$ cat config.mk
export PLATFORM = sky130hd
export DESIGN_NAME = tlvd_front_flat
export DESIGN_NICKNAME = d
export VERILOG_FILES = /design/src/design/tlv_ring_deframer_assert.svh /design/src/design/tlvd_pkg.sv /design/src/design/tlvd_if.sv /design/src/design/tlvd_front.sv /design/src/flat_wrapper.sv
export SDC_FILE = /design/constraint.sdc
export NUM_CORES = 1
export LEC_CHECK = 0
export BUFFER_PORTS_ARGS = -buffer_cell sky130_fd_sc_hd__buf_2
export CAP_MARGIN = 5
export CORE_MARGIN = 1.5
export CORE_UTILIZATION = 40
export DETAILED_ROUTE_END_ITERATION = 7
export HOLD_SLACK_MARGIN = 0.06
export SYNTH_ARGS = -nofsm -noshare
export SYNTH_HDL_FRONTEND = slang
export SYNTH_SLANG_ARGS = --single-unit
$ cat constraint.sdc
create_clock -name clock -period 3.9 [get_ports clock]
set_input_delay 1.17 -clock clock [delete_from_list [all_inputs] [get_ports clock]]
set_output_delay 1.17 -clock clock [all_outputs]
set_load 0.02 [all_outputs]
$ cat src/design/tlv_ring_deframer_assert.svh
// assertion macros shared by the deframer modules
// no dependencies; taken in by `include in each asserting module
`ifndef TLV_RING_DEFRAMER_ASSERT_SVH
`define TLV_RING_DEFRAMER_ASSERT_SVH

// condition holds at every edge outside reset
`define TLVD_ASSERT_HOLDS(label, clk, rst, cond, msg) \
   label: assert property (@(posedge clk) disable iff (rst) (cond)) else $error(msg);

// antecedent implies consequent in the same cycle
`define TLVD_ASSERT_IMPLIES(label, clk, rst, ante, cons, msg) \
   label: assert property (@(posedge clk) disable iff (rst) (ante) |-> (cons)) \
      else $error(msg);

// antecedent implies consequent in the next cycle
`define TLVD_ASSERT_NEXT(label, clk, rst, ante, cons, msg) \
   label: assert property (@(posedge clk) disable iff (rst) (ante) |=> (cons)) \
      else $error(msg);

`endif

$ cat src/design/tlvd_pkg.sv
// shared types and constants of the tlv ring deframer
// no dependencies
`timescale 1ns / 1ps

package tlvd_pkg;

   localparam int HEADER_BYTES = 13;
   localparam int LEN_OFFSET   = 9;
   localparam int FRAME_MAX    = 2048;
   localparam int CSR_W        = 12;
   localparam logic [CSR_W-1:0] MAX_FRAME_LEN_RESET = 12'd2048;

   typedef enum logic [1:0] {
      ST_OK        = 2'd0,
      ST_FULL      = 2'd1,
      ST_OVERSIZE  = 2'd2,
      ST_NOT_READY = 2'd3
   } status_type;

   typedef enum logic {
      KIND_PUSH = 1'b0,
      KIND_POP  = 1'b1
   } kind_type;

   typedef struct packed {
      kind_type   kind;
      logic [7:0] data;
   } item_type;

   typedef struct packed {
      logic [7:0] out_byte;
      logic       out_valid;
      logic       frame_first;
      logic       frame_last;
      status_type status;
   } result_type;

endpackage

$ cat src/design/tlvd_if.sv
// request and response channel interfaces of the tlv ring deframer
// no dependencies
`timescale 1ns / 1ps

interface tlvd_req_if;
   logic       valid;
   logic       ready;
   logic       req_type;
   logic [7:0] data_byte;

   modport source (output valid, output req_type, output data_byte, input ready);
   modport sink   (input valid, input req_type, input data_byte, output ready);
endinterface


$ cat src/design/tlvd_front.sv
// front end: accepts requests, classifies them and holds them in a two-entry queue
// depends on tlvd_pkg and tlvd_req_if
`timescale 1ns / 1ps

module tlvd_front (
   input  logic              clock,
   input  logic              reset,
   tlvd_req_if.sink          req,
   output logic              q_valid,
   input  logic              q_ready,
   output tlvd_pkg::item_type q_item
);

   tlvd_pkg::item_type q_ff [2];
   logic       wr_ptr_ff;
   logic       rd_ptr_ff;
   logic [1:0] count_ff;
   logic       push_w;
   logic       pop_w;
   tlvd_pkg::item_type new_item;

   always_comb begin
      new_item.kind = req.req_type ? tlvd_pkg::KIND_POP : tlvd_pkg::KIND_PUSH;
      new_item.data = req.data_byte;
   end

   assign req.ready = (count_ff != 2'd2);
   assign push_w    = req.valid && req.ready;
   assign q_valid   = (count_ff != 2'd0);
   assign pop_w     = q_valid && q_ready;
   assign q_item    = q_ff[rd_ptr_ff];

   always_ff @(posedge clock) begin
      if (push_w) begin
         q_ff[wr_ptr_ff] <= new_item;
      end
   end

   always_ff @(posedge clock) begin
      if (reset) begin
         wr_ptr_ff <= 1'b0;
         rd_ptr_ff <= 1'b0;
         count_ff  <= 2'd0;
      end else begin
         if (push_w) begin
            wr_ptr_ff <= ~wr_ptr_ff;
         end
         if (pop_w) begin
            rd_ptr_ff <= ~rd_ptr_ff;
         end
         case ({push_w, pop_w})
            2'b10:   count_ff <= count_ff + 2'd1;
            2'b01:   count_ff <= count_ff - 2'd1;
            default: count_ff <= count_ff;
         endcase
      end
   end

endmodule

$ cat src/flat_wrapper.sv
// flat-port wrapper written by rule: the top's interface ports become plain ports
module tlvd_front_flat 
  (clock, reset, q_valid, q_ready, q_item, req_valid, req_req_type, req_data_byte, req_ready);
  tlvd_req_if req_i ();
  input  logic clock;
  input  logic reset;
  output logic q_valid;
  input  logic q_ready;
  output tlvd_pkg::item_type q_item;
  input wire logic [$bits(req_i.valid)-1:0] req_valid;
  input wire logic [$bits(req_i.req_type)-1:0] req_req_type;
  input wire logic [$bits(req_i.data_byte)-1:0] req_data_byte;
  output wire logic [$bits(req_i.ready)-1:0] req_ready;
  assign req_i.valid = req_valid;
  assign req_i.req_type = req_req_type;
  assign req_i.data_byte = req_data_byte;
  assign req_ready = req_i.ready;
  tlvd_front u_core (.clock(clock), .reset(reset), .req(req_i), .q_valid(q_valid), .q_ready(q_ready), .q_item(q_item));
endmodule
Word level (Yosys, flattened, before mapping)
Memory sizes are Yosys's and may differ from the RTL's. A register that Yosys moved wholly into a read port is not among the register bits.
Cells that the tools add are included.
{ "classes": {"n_addsub": 2, "reduce_logical": 4, "n_eq_ne": 3, "mux": 6, "bitwise_logic": 2} }
{ "ops": {"columns": ["cell", "count"], "rows": [
  ["2-to-1 mux 1 bit", 5],
  ["case mux 2 bit (2 select lines)", 1],
  ["nonzero test 2 bit", 2],
  ["adder 2 x 1 -> 2 bit, second input constant", 1],
  ["equality test 2 x 1 -> 1 bit, second input constant", 1],
  ["equality test 2 bit, second input constant", 1],
  ["logical AND 1 bit", 2],
  ["inequality test 2 bit, second input constant", 1],
  ["NOT 1 bit", 2],
  ["subtractor 2 x 1 -> 2 bit, second input constant", 1]
]} }
{ "totals": {"ff_bits": 4, "ram_bits": 18, "out_inout_bits": 11, "input_bits": 13, "mem_count": 1, "wordCells": 21} }
{ "mem_list": {"columns": ["memory", "words", "word_bits", "rd", "rd_ports_with_merged_regs", "wr", "line_no", "rtl"], "rows": [
  ["u_core.q_ff", 2, 9, 1, 1, 1, "tlvd_front.sv:14", "tlvd_pkg::item_type q_ff [2];"]
]} }

Logic depth before layout (Yosys ltp)
Gate-level depths: netlist (run 1).
{ "depth": {"ltp_word": 4, "ltp_mapped": 6, "ltp_nobuf": 6} }

Least setup slack after synthesis (run 1)
OpenSTA, ideal clock, no wires.
{ "synth_timing": {"kind": "input to register", "from": "input port q_ready", "to": "register u_core.count_ff[1]", "n_path_buf": 0, "cell_stages": 4, "slack_ns": 1.773, "arrival_ns": 2.057, "path_cell_list": "o21a_1 ha_1 or3_1 a21oi_1"} }
{ "synth_via": {"elab_chain_len": 3, "word_cells_on_any_way": 5} }
{ "synth_lines": {"columns": ["item", "line_no", "rtl"], "rows": [
  ["from (decl)", "flat_wrapper.sv:8", "input logic q_ready;"],
  ["logical AND 1 bit (*)", "tlvd_front.sv:30", "assign pop_w = q_valid && q_ready;"],
  ["equality test 2 x 1 -> 1 bit or equality test 2 bit (tied branches)", "tlvd_front.sv:51", "case ({push_w, pop_w})"],
  ["case mux 2 bit (2 select lines) or nonzero test 2 bit (tied branches)", null, null],
  ["to (signal assigned)", "tlvd_front.sv:52", "2'b10: count_ff <= count_ff + 2'd1;"],
  ["to (signal assigned)", "tlvd_front.sv:53", "2'b01: count_ff <= count_ff - 2'd1;"],
  ["to (signal assigned)", "tlvd_front.sv:54", "default: count_ff <= count_ff;"],
  ["to (decl)", "tlvd_front.sv:17", "logic [1:0] count_ff;"]
]} }
Mark *: on every way between the ends. The rest lies on a longest branch, timed or not.
A chain may end at the register's enable or synchronous reset.

==> results of run 1 <==
## power breakdown
group	total [W]	internal, W	leakage (nW)	switching (W)
Sequential	0.000348	0.000315	0.210	0.0000334
Combinational	0.000235	0.000107	0.179	0.000128
Clock	0.000101	0.0000397	0.0150	0.0000616
## layout make-up
type	count	share of cell area, %
clock buffers	4	2.527
well taps	27	3.249
inverters	1	0.3610
multi-input cells	27	21.18
flip-flops and latches	23	61.61
repair buffers	23	11.07
## sequential cells by signal, summed over array words and instances (netlist names), named ones only
name	cells
u_core.q_ff	18
u_core.rd_ptr_ff	1
u_core.count_ff	2
u_core.wr_ptr_ff	1
## metrics by stage
stage	util [%]	hold WS [ns]
after floorplan	-	0.4739
after global placement	50.63	0.4965
after detailed placement	50.63	0.5067
after CTS	51.94	0.5335
after global routing	51.94	0.5593
final	51.94	0.5309
## critical path, delay by kind of cell, from the launching register on
kind	cells	cell delay, ns
buffers and inverters	1	0.16
flip-flops	1	0.59
multiplexers	1	0.39
## cells in the final DEF (no fill, tap or decap), drive strengths merged, types with 2 or more instances in the layout
cell	synthesis	final
dfxtp	5	5
nor2	3	3
buf	1	23
edfxtp	18	18
clkbuf	0	4
a21oi	2	2
xnor2	2	2
mux2	9	9
## metal layers
metal / track usage [%] / wire length (µm)
met5: 0 / 0
met1: 14.29 / 511
met4: 6.944 / 12
met3: 3.333 / 78
met2: 18.22 / 579
## worst paths after layout
kind	end	cells after the start
worst max-delay path	q_item[6]	2
worst max register to register	u_core.count_ff[1]	5
worst min-delay path	u_core.count_ff[1]	2
worst min register to register	u_core.count_ff[1]	2
## cells by family after synthesis
logic type	count (synthesis)	synth area share, %
AO/OA/AOI/OAI	5	3.741
multiplexers	9	11.65
buffers and inverters	2	1.006
flip-flops	23	73.67
AND/OR/NAND/NOR	9	5.469
XOR/XNOR	3	3.022
adder cells (fa/ha/maj)	1	1.439
==> metrics.md, run 1 <==
| Metric | Value |
|---|---|
| Status | `complete, no violations` |
| Fill cells | `approximately 190` |
| Distinct cells, synth | `19` |
| Vias in the first global route | `502` |
| First-pass GRT wire length | `approximately 2100 µm` |
| Die Ht | `around 50 µm` |
| Mean Syn Cell Area | `approximately 17 µm²` |
| Worst VDD drop | `338.5 µV` |
| Ranking of synthesized cells by area | `edfxtp_1 62%, mux2_2 12%, dfxtp_1 12%` |
| Hold crit path type | `flop to flop` |
| CP Data Arrival Time | `roughly 1.4 ns` |
| Synth Instances | `52` |
| CTS root buf | `clkbuf_4` |
| CORE AREA | `around 2000 µm²` |
| # rows | `16` |
| DP Wirelength | `between 800 and 900 µm` |
| Launching point of the worst reg2reg path | `u_core.count_ff[0]` |
| Fin area | `between 1000 and 1500 µm²` |
| Max Cap Violations | `0` |
| Clk_lat worst skew | `~0.29 ns` |
| Starting Density | `approximately 43%` |
| Global route overflow | `0` |
| Final ANT Viol Nets | `0` |
| Via density | `approximately 4.7` |
| Non-filler cells, final | `between 100 and 150` |
| Clk pin slew, worst setup/hold paths | `around 0.11 ns` |
| Register area | `roughly 640 µm²` |
| Total Power | `0.0006846 W` |
| DRC viols | `0` |
| CTS tree | `done` |
| Initial antenna violation count | `0` |
| Count leader, synth | `edfxtp_1` |
| Area grow syn2layout | `19.57%` |
| Relative slew slack | `70.54%` |
| Nets@finish | `93` |
| Sequential area share after synthesis | `between 70% and 80%` |
| Dpl ws | `between 1.5 and 2 ns` |
| WL final | `roughly 1200 µm` |
| Top cells by count, synth | `18 x edfxtp_1, 9 x mux2_2, 5 x dfxtp_1` |
| Clock buffer depth | `2` |
| Synthesized cell area | `~870 µm²` |
| Final setup violation count | `0` |
| Port bufs | `23` |
| Max Freq | `just under 0.4 GHz` |
| Per-cell routed wire length | `about 11 µm` |
| Fin Clk Skew | `just under 0.006 ns` |
| Post-CTS Setup Bufs | `0` |
| Syn Nets | `66` |
| Yosys warning count | `0` |
| Multi-input logic area | `220.2 µm²` |
| Asr flop ratio synth | `0%` |
| CP endpoint kind | `output pin` |
| Detailed-route via count | `489` |
| Synth Flop Type | `edfxtp_1` |
| RSZ-0062 raised after global routing | `false` |
| Post-route clock period utilization | `between 60% and 70%` |
| CTS H-Tree Depth | `1` |
| CP peak stage delay | `0.59 ns` |
| Routability cong. | `0.7344` |
| CP Max Fanout | `9` |
| GRT Overall Usage | `about an eighth` |
| Largest area contributor in the netlist | `edfxtp_1` |
| CTS buffer count | `3` |
| Critical path class | `flop to output pin` |
| Endpoints failing hold | `0` |
| Die W | `just under 50 µm` |
| Ports | `24` |
| Placed Cells | `101` |
| Hold_sp | `u_core.count_ff[1]` |
| Leakage | `0.4041 nW` |
| Flop2flop setup slack | `about 2.3 ns` |
| PD cells | `approximately 660 nW/µm²` |
| Post-synth top area share | `between 60 and 70%` |
| Die area | `roughly 2500 µm²` |
| Ordered list of cells on the worst path | `mux2_2, buf_2` |
| Required time of the critical path | `around 2.7 ns` |
| Worst path slowest cell | `dfxtp_1` |
| Startpoint types | `flop` |
| Share of layout cells above drive strength 1 | `between 40 and 50%` |
| Slew Limit Fails | `0` |
| # resized after CTS | `0` |
| Clock Sinks | `23` |
| Area after DPL | `approximately 1000 µm²` |
| Drt initial violations | `3` |
| Post-route minimum period | `about 2.6 ns` |
| Setup_tns | `0 ns` |
| Number of synthesized flops with an enable pin | `18` |
| Antenna diodes | `0` |
| # hold bufs at CTS | `0` |
| Largest net degree at the start of global routing | `13` |
| Worst-Margin Slew | `approximately 0.44 ns` |
| Worst setup margin | `between 1 and 1.5 ns` |
| FF+latch count, synth | `23` |
| Drt pass-1 iters | `4` |
Power figures use the tool's default switching activity.
==> run 2, diff against run 1 <==
ABC_AREA = 1   (was not set)
PLACE_DENSITY = 0.65   (was not set)
clock period = 2.1 ns   (was 3.9 ns; I/O delays follow)
==> run 2 against run 1 <==
  * Synthesized cell count up 27%
  * Critical endpoint is now q_item[5]
  * Clock skew grew 0.0013 ns
  * Highest routed layer unchanged
  * Sequential cell count did not move
  * Sequential share of layout area shrank 5.1 points
==> metrics.md, run 2 <==
| Metric | Value |
|---|---|
| Flop2flop setup slack | `0.73 ns (-1.60 ns)` |
| Multi-input logic area | `266.5 µm² (+21%)` |
| CTS buffer count | `3 (unchanged)` |
| GRT Overall Usage | `11.19% (-0.49 points)` |
| Hold crit path type | `input pin to flop` |
| RSZ-0062 raised after global routing | `false` |
| Max Cap Violations | `0 (unchanged)` |
| Required time of the critical path | `1.47 ns (-1.26 ns)` |
| Initial antenna violation count | `0 (unchanged)` |
| Max Freq | `around 0.5 GHz` |
| FF+latch count, synth | `23 (unchanged)` |
| Slew Limit Fails | `0 (unchanged)` |
| Worst-Margin Slew | `0.2631 ns (-0.1789 ns)` |
| Syn Nets | `80 (+21%)` |
| CTS H-Tree Depth | `1 (unchanged)` |
| Final ANT Viol Nets | `0 (unchanged)` |
| Top cells by count, synth | `18 x edfxtp_1, 9 x nor2_1, 5 x dfxtp_1, 5 x inv_1, 5 x mux2_4` |
| Drt pass-1 iters | `3 (-1)` |
| Post-CTS Setup Bufs | `0 (unchanged)` |
| Worst VDD drop | `536.8 µV (+59%)` |
| Relative slew slack | `82.46% (+12 points)` |
| Distinct cells, synth | `18 (-1)` |
| Detailed-route via count | `556 (+14%)` |
| Hold path depth | `1 (-1)` |
| Ranking of synthesized cells by area | `edfxtp_1 57%, dfxtp_1 10%, mux2_4 7.9%` |
| Worst Reg-to-Reg Cells | `10 (+5)` |
| Synth Instances | `66 (+27%)` |
| Most common cell after layout, fill and taps aside | `buf_2` |
| Worst setup endpoint | `q_item[5]` |
| Fill cells | `209 (+13%)` |
| Nets@finish | `109 (+17%)` |
| Endpoints failing hold | `0 (unchanged)` |
| Critical R2R Capture | `u_core.count_ff[1]` |
| Count leader, synth | `edfxtp_1` |
| Startpoint types | `flop` |
| # rows | `17 (+1)` |
| Clk_lat worst skew | `0.30 ns (about the same)` |
| Yosys warning count | `0 (unchanged)` |
| # resized after CTS | `1 (+1)` |
| Mean Syn Cell Area | `14.45 µm² (-14%)` |
| CORE AREA | `2233 µm² (+12%)` |
| Clock Sinks | `23 (unchanged)` |
| Area grow syn2layout | `19.03%` |
| Final setup violation count | `0 (unchanged)` |
| Die W | `51.82 µm (+4.4%)` |
| Per-cell routed wire length | `11.48 µm (+2.1%)` |
| Starting Density | `42.69% (-0.75 points)` |
| Drt initial violations | `7 (+4)` |
| Die area | `2685 µm² (+9.0%)` |
| # hold bufs at CTS | `0 (unchanged)` |
| Synthesized cell area | `953.4 µm² (+9.6%)` |
| Top Registers | `u_core.q_ff x18, u_core.count_ff x2` |
| Ports | `24 (unchanged)` |
| DP Wirelength | `1077 µm (+31%)` |
| Area after DPL | `1107 µm² (+9.3%)` |
| Fin Hold WS | `0.5154 ns (-0.01545 ns)` |
| Number of synthesized flops with an enable pin | `18 (unchanged)` |
| Sequential area share after synthesis | `67.19% (-6.5 points)` |
| CTS root buf | `clkbuf_4` |
| Launching point of the worst reg2reg path | `u_core.count_ff[0]` |
| Port bufs | `23 (unchanged)` |
| Synth Flop Type | `edfxtp_1` |
| Top reg by flops | `u_core.q_ff` |
| Largest net degree at the start of global routing | `13 (unchanged)` |
| Asr flop ratio synth | `0% (unchanged)` |
| First-pass GRT wire length | `2118 µm (-0.98%)` |
| Largest area contributor in the netlist | `edfxtp_1` |
| Post-route minimum period | `a little under 2 ns` |
| Routability cong. | `0.7084 (-3.5%)` |
| CTS tree | `done` |
| PD cells | `1018 nW/µm² (+55%)` |
| Setup_tns | `0 ns (unchanged)` |
| Via density | `4.557 (-2.1%)` |
| Clock buffer depth | `2 (unchanged)` |
| DRC viols | `0 (unchanged)` |
| Die Ht | `51.82 µm (+4.4%)` |
| Leakage | `0.4712 nW (+17%)` |
| CP Max Fanout | `9 (unchanged)` |
| Vias in the first global route | `510 (+1.6%)` |
| Most frequent cells in the layout | `23 x buf_2, 18 x edfxtp_1, 9 x nor2_1` |
| CP Data Arrival Time | `1.33 ns (-0.10 ns)` |
| Largest register FFs | `18 (unchanged)` |
| Antenna diodes | `0 (unchanged)` |
| WL final | `1401 µm (+19%)` |
| Status | `complete, no violations` |
| Fin area | `1135 µm² (+9.1%)` |
| Register area | `641.9 µm² (+0.20%)` |
| Fin Clk Skew | `0.007093 ns (+0.001321 ns)` |
| CP endpoint kind | `output pin` |
| Critical path class | `flop to output pin` |
| Global route overflow | `0 (unchanged)` |
| Post-route clock period utilization | `93.35%` |
| Clk pin slew, worst setup/hold paths | `0.12 ns (about the same)` |
| Share of layout cells above drive strength 1 | `51.06% (+3.6 points)` |
| Post-synth top area share | `56.69% (-5.5 points)` |
[run 2: where the power goes]
group          total [W]  switching (W)  internal [W]
combinational   0.000356       0.000203      0.000153
sequential      0.000603      0.0000440      0.000559
clock           0.000197       0.000123     0.0000738
total            0.00116       0.000370      0.000786
[run 2: cell families after synthesis]
kind of cell	share of synthesized area, %
flops	67.19
simple gates	10.63
buf+inv	4.856
compound gates	3.412
fa+ha+maj	1.312
mux	12.60
[run 2: area by class of cell]
class | count | area share [%]
multi-input cells | 34 | 23.48
inverters | 8 | 3.087
flip-flops and latches | 23 | 56.56
well taps | 28 | 3.087
repair buffers | 25 | 11.47
clock buffers | 4 | 2.315
[run 2: how the worst min path moves through the flow]
stage	endpoint	startpoint
after global routing	u_core.q_ff[1][3]	req_data_byte[3]
after detailed placement	u_core.rd_ptr_ff	u_core.rd_ptr_ff
after global placement	u_core.rd_ptr_ff	u_core.rd_ptr_ff
final	u_core.q_ff[1][1]	req_data_byte[1]
after floorplan	flop	u_core.rd_ptr_ff
after CTS	u_core.q_ff[1][1]	req_data_byte[1]
[run 2: critical path, cell delays in order, from the launching register on]
cell and delay (ns):
dfxtp_2 0.50, mux2_2 0.37, buf_2 0.16
[run 2: routing by layer]
metal	up-vias	GRT usage [%]	wire (µm)
met2	15	21.52	734
met3	2	1.724	67
met4	0	6.579	16
met1	255	11.03	582
met5	-	0	0
li1	284	-	-
[run 2: per-stage QoR]
step                std cells   power, W  utilization [%]  setup slack, ns
CTS                       122   0.001168            50.81           0.1094
finish                    122   0.001156            50.81           0.1397
global placement          118  0.0009659            49.58           0.3041
global route              122   0.001218            50.81          0.07518
floorplan                  66  0.0008822                -           0.6290
detailed placement        118  0.0009753            49.58           0.2922
==> run 3, diff against run 2 <==
CORE_UTILIZATION = 45   (was 40)
PLACE_DENSITY = 0.72   (was 0.65)
==> run 3 against run 2 <==
  * Routed wire length increased by 5.1%
  * Sequential cell count unchanged
  * Total power decreased by 0.38%
  * Critical endpoint is now q_item[7]
  * Die area down 10%
  * Cell count shrank 0.82%
  * Count of clock-buffer cells in the layout decreased by 1
  * Worst setup slack improved by 0.020 ns
  * Highest routed layer unchanged
==> metrics.md, run 3 (synthesis gave the netlist of run 2 again) <==
| Metric | Value |
|---|---|
| Setup_tns | `0 ns (unchanged)` |
| Most frequent cells in the layout | `23 x buf_2, 18 x edfxtp_1, 9 x nor2_1` |
| Multi-input logic area | `266.5 µm² (unchanged)` |
| Share of layout cells above drive strength 1 | `52.13% (+1.1 points)` |
| Placed Cells | `117 (-0.85%)` |
| Most common cell after layout, fill and taps aside | `buf_2` |
| Ports | `24 (unchanged)` |
| PD cells | `1014 nW/µm² (-0.38%)` |
| Detailed-route via count | `548 (-1.4%)` |
| Largest net degree at the start of global routing | `14 (+1)` |
| Clock buffer depth | `2 (unchanged)` |
| CTS tree | `done` |
| Final setup violation count | `0 (unchanged)` |
| Non-filler cells, final | `121 (-0.82%)` |
| CTS buffer count | `3 (unchanged)` |
| Max Freq | `0.5154 GHz (+1.0%)` |
| Clk_lat worst skew | `0.29 ns (about the same)` |
| Endpoints failing hold | `0 (unchanged)` |
| RSZ-0062 raised after global routing | `false` |
| Vias in the first global route | `552 (+8.2%)` |
| CP Max Fanout | `9 (unchanged)` |
| Worst path slowest cell | `dfxtp_2` |
| Post-route clock period utilization | `92.40% (-0.95 points)` |
| CP Data Arrival Time | `1.31 ns (-0.02 ns)` |
| Fin Hold WS | `0.5221 ns (+0.006679 ns)` |
| Worst Path Buf+Inv | `1 (unchanged)` |
| Hold path depth | `1 (unchanged)` |
| CORE AREA | `1982 µm² (-11%)` |
| CP peak stage delay | `0.50 ns (about the same)` |
| WL final | `1472 µm (+5.1%)` |
| Die W | `49.03 µm (-5.4%)` |
| Antenna diodes | `0 (unchanged)` |
| Hold crit path type | `input pin to flop` |
| Clock Sinks | `23 (unchanged)` |
| Worst-Margin Slew | `0.2627 ns (-0.0004138 ns)` |
| DP Wirelength | `1136 µm (+5.5%)` |
| CTS root buf | `clkbuf_4` |
| Worst VDD drop | `622.6 µV (+16%)` |
| Largest register FFs | `18 (unchanged)` |
| DRC viols | `0 (unchanged)` |
| Via density | `4.529 (-0.62%)` |
| Relative slew slack | `82.49% (about the same)` |
| Post-route minimum period | `1.940 ns (-0.01992 ns)` |
| # rows | `16 (-1)` |
| Cell family with most CP delay | `flip-flops` |
| Slew Limit Fails | `0 (unchanged)` |
| GRT Overall Usage | `13.16% (+2.0 points)` |
| Starting Density | `48.11% (+5.4 points)` |
| Global route overflow | `0 (unchanged)` |
| CTS H-Tree Depth | `1 (unchanged)` |
| Top reg by flops | `u_core.q_ff` |
| Required time of the critical path | `1.47 ns (about the same)` |
| First-pass GRT wire length | `2373 µm (+12%)` |
| Max Cap Violations | `0 (unchanged)` |
| Status | `complete, no violations` |
| Routability cong. | `0.6749 (-4.7%)` |
| Ordered list of cells on the worst path | `mux2_2, buf_2` |
| Die Ht | `49.03 µm (-5.4%)` |
| Fin Clk Skew | `0.007935 ns (+0.0008427 ns)` |
| Clk pin slew, worst setup/hold paths | `0.12 ns (about the same)` |
| Top Registers | `u_core.q_ff x18, u_core.count_ff x2` |
| Register area | `641.9 µm² (unchanged)` |
| Initial antenna violation count | `0 (unchanged)` |
| Leakage | `0.4740 nW (+0.58%)` |
| Drt initial violations | `4 (-3)` |
| Final ANT Viol Nets | `0 (unchanged)` |
| Drt pass-1 iters | `2 (-1)` |
| Nets@finish | `109 (unchanged)` |
| Die area | `2404 µm² (-10%)` |
| Critical path depth | `2 (unchanged)` |
| CP endpoint kind | `output pin` |
| Core Util, Final | `57.26% (+6.4 points)` |
| Area grow syn2layout | `19.03% (unchanged)` |
| Fill cells | `166 (-21%)` |
| Port bufs | `23 (unchanged)` |
| Critical path class | `flop to output pin` |
| Flop2flop setup slack | `0.74 ns (about the same)` |
| Per-cell routed wire length | `12.17 µm (+5.9%)` |
| Worst Reg-to-Reg Cells | `10 (unchanged)` |
| Startpoint types | `flop` |
[run 3: cell types whose count changed in the layout (fill, tap and decap cells not counted), sizes merged]
cell,before,now
clkbuf,4,3
clkinv,1,2
[run 3: cell type report]
class / count / area share, %
well taps: 27 / 2.977
repair buffers: 25 / 11.47
inverters: 8 / 3.087
clock inverters: 1 / 0.4410
clock buffers: 3 / 1.985
multi-input cells: 34 / 23.48
flip-flops and latches: 23 / 56.56
[run 3: final timing paths]
check,end,from
hold / removal,u_core.q_ff[1][7],req_data_byte[7]
setup / recovery,q_item[7],flop
hold reg to reg,flop,u_core.rd_ptr_ff
setup reg to reg,u_core.count_ff[1],u_core.count_ff[0]
[run 3: timing repair]
action | CTS | global route
resized for setup | 1 | 0
setup endpoints to repair | 4 | 0
buffers inserted | 0 | 0
hold buffers | 0 | 0
[run 3: metal layers]
| layer | track usage (%) | up-vias | routed length (µm) | part of all wire, % |
|---|---|---|---|---|
| li1 | - | 281 | - | - |
| met1 | 12.88 | 251 | 571 | 39 |
| met2 | 26.26 | 14 | 798 | 54 |
| met3 | 4.294 | 2 | 87 | 5.9 |
| met4 | 2.857 | 0 | 14 | 0.95 |
| met5 | 0 | - | 0 | 0 |
[run 3: through the flow]
stage                     power (W)  setup WS [ns]  cell area [µm²]
final                      0.001151         0.1596             1135
after global routing       0.001214        0.09735             1135
after CTS                  0.001162         0.1488             1135
after detailed placement  0.0009775         0.3276             1106
after global placement    0.0009624         0.3249             1106
after floorplan           0.0008822         0.6290            953.4
[run 3: report_power, final]
group / switching (W) / total (W) / internal (W)
sequential: 0.0000449 / 0.000604 / 0.000559
combinational: 0.000207 / 0.000360 / 0.000153
clock: 0.000117 / 0.000187 / 0.0000706
total: 0.000368 / 0.00115 / 0.000783
[run 3: worst register-to-register path: cells and delay by family (launching register included)]
family        cells  cell delay, ns
buf+inv           3            0.24
simple gates      6            0.42
flops             1            0.35
fa+ha+maj         1            0.31
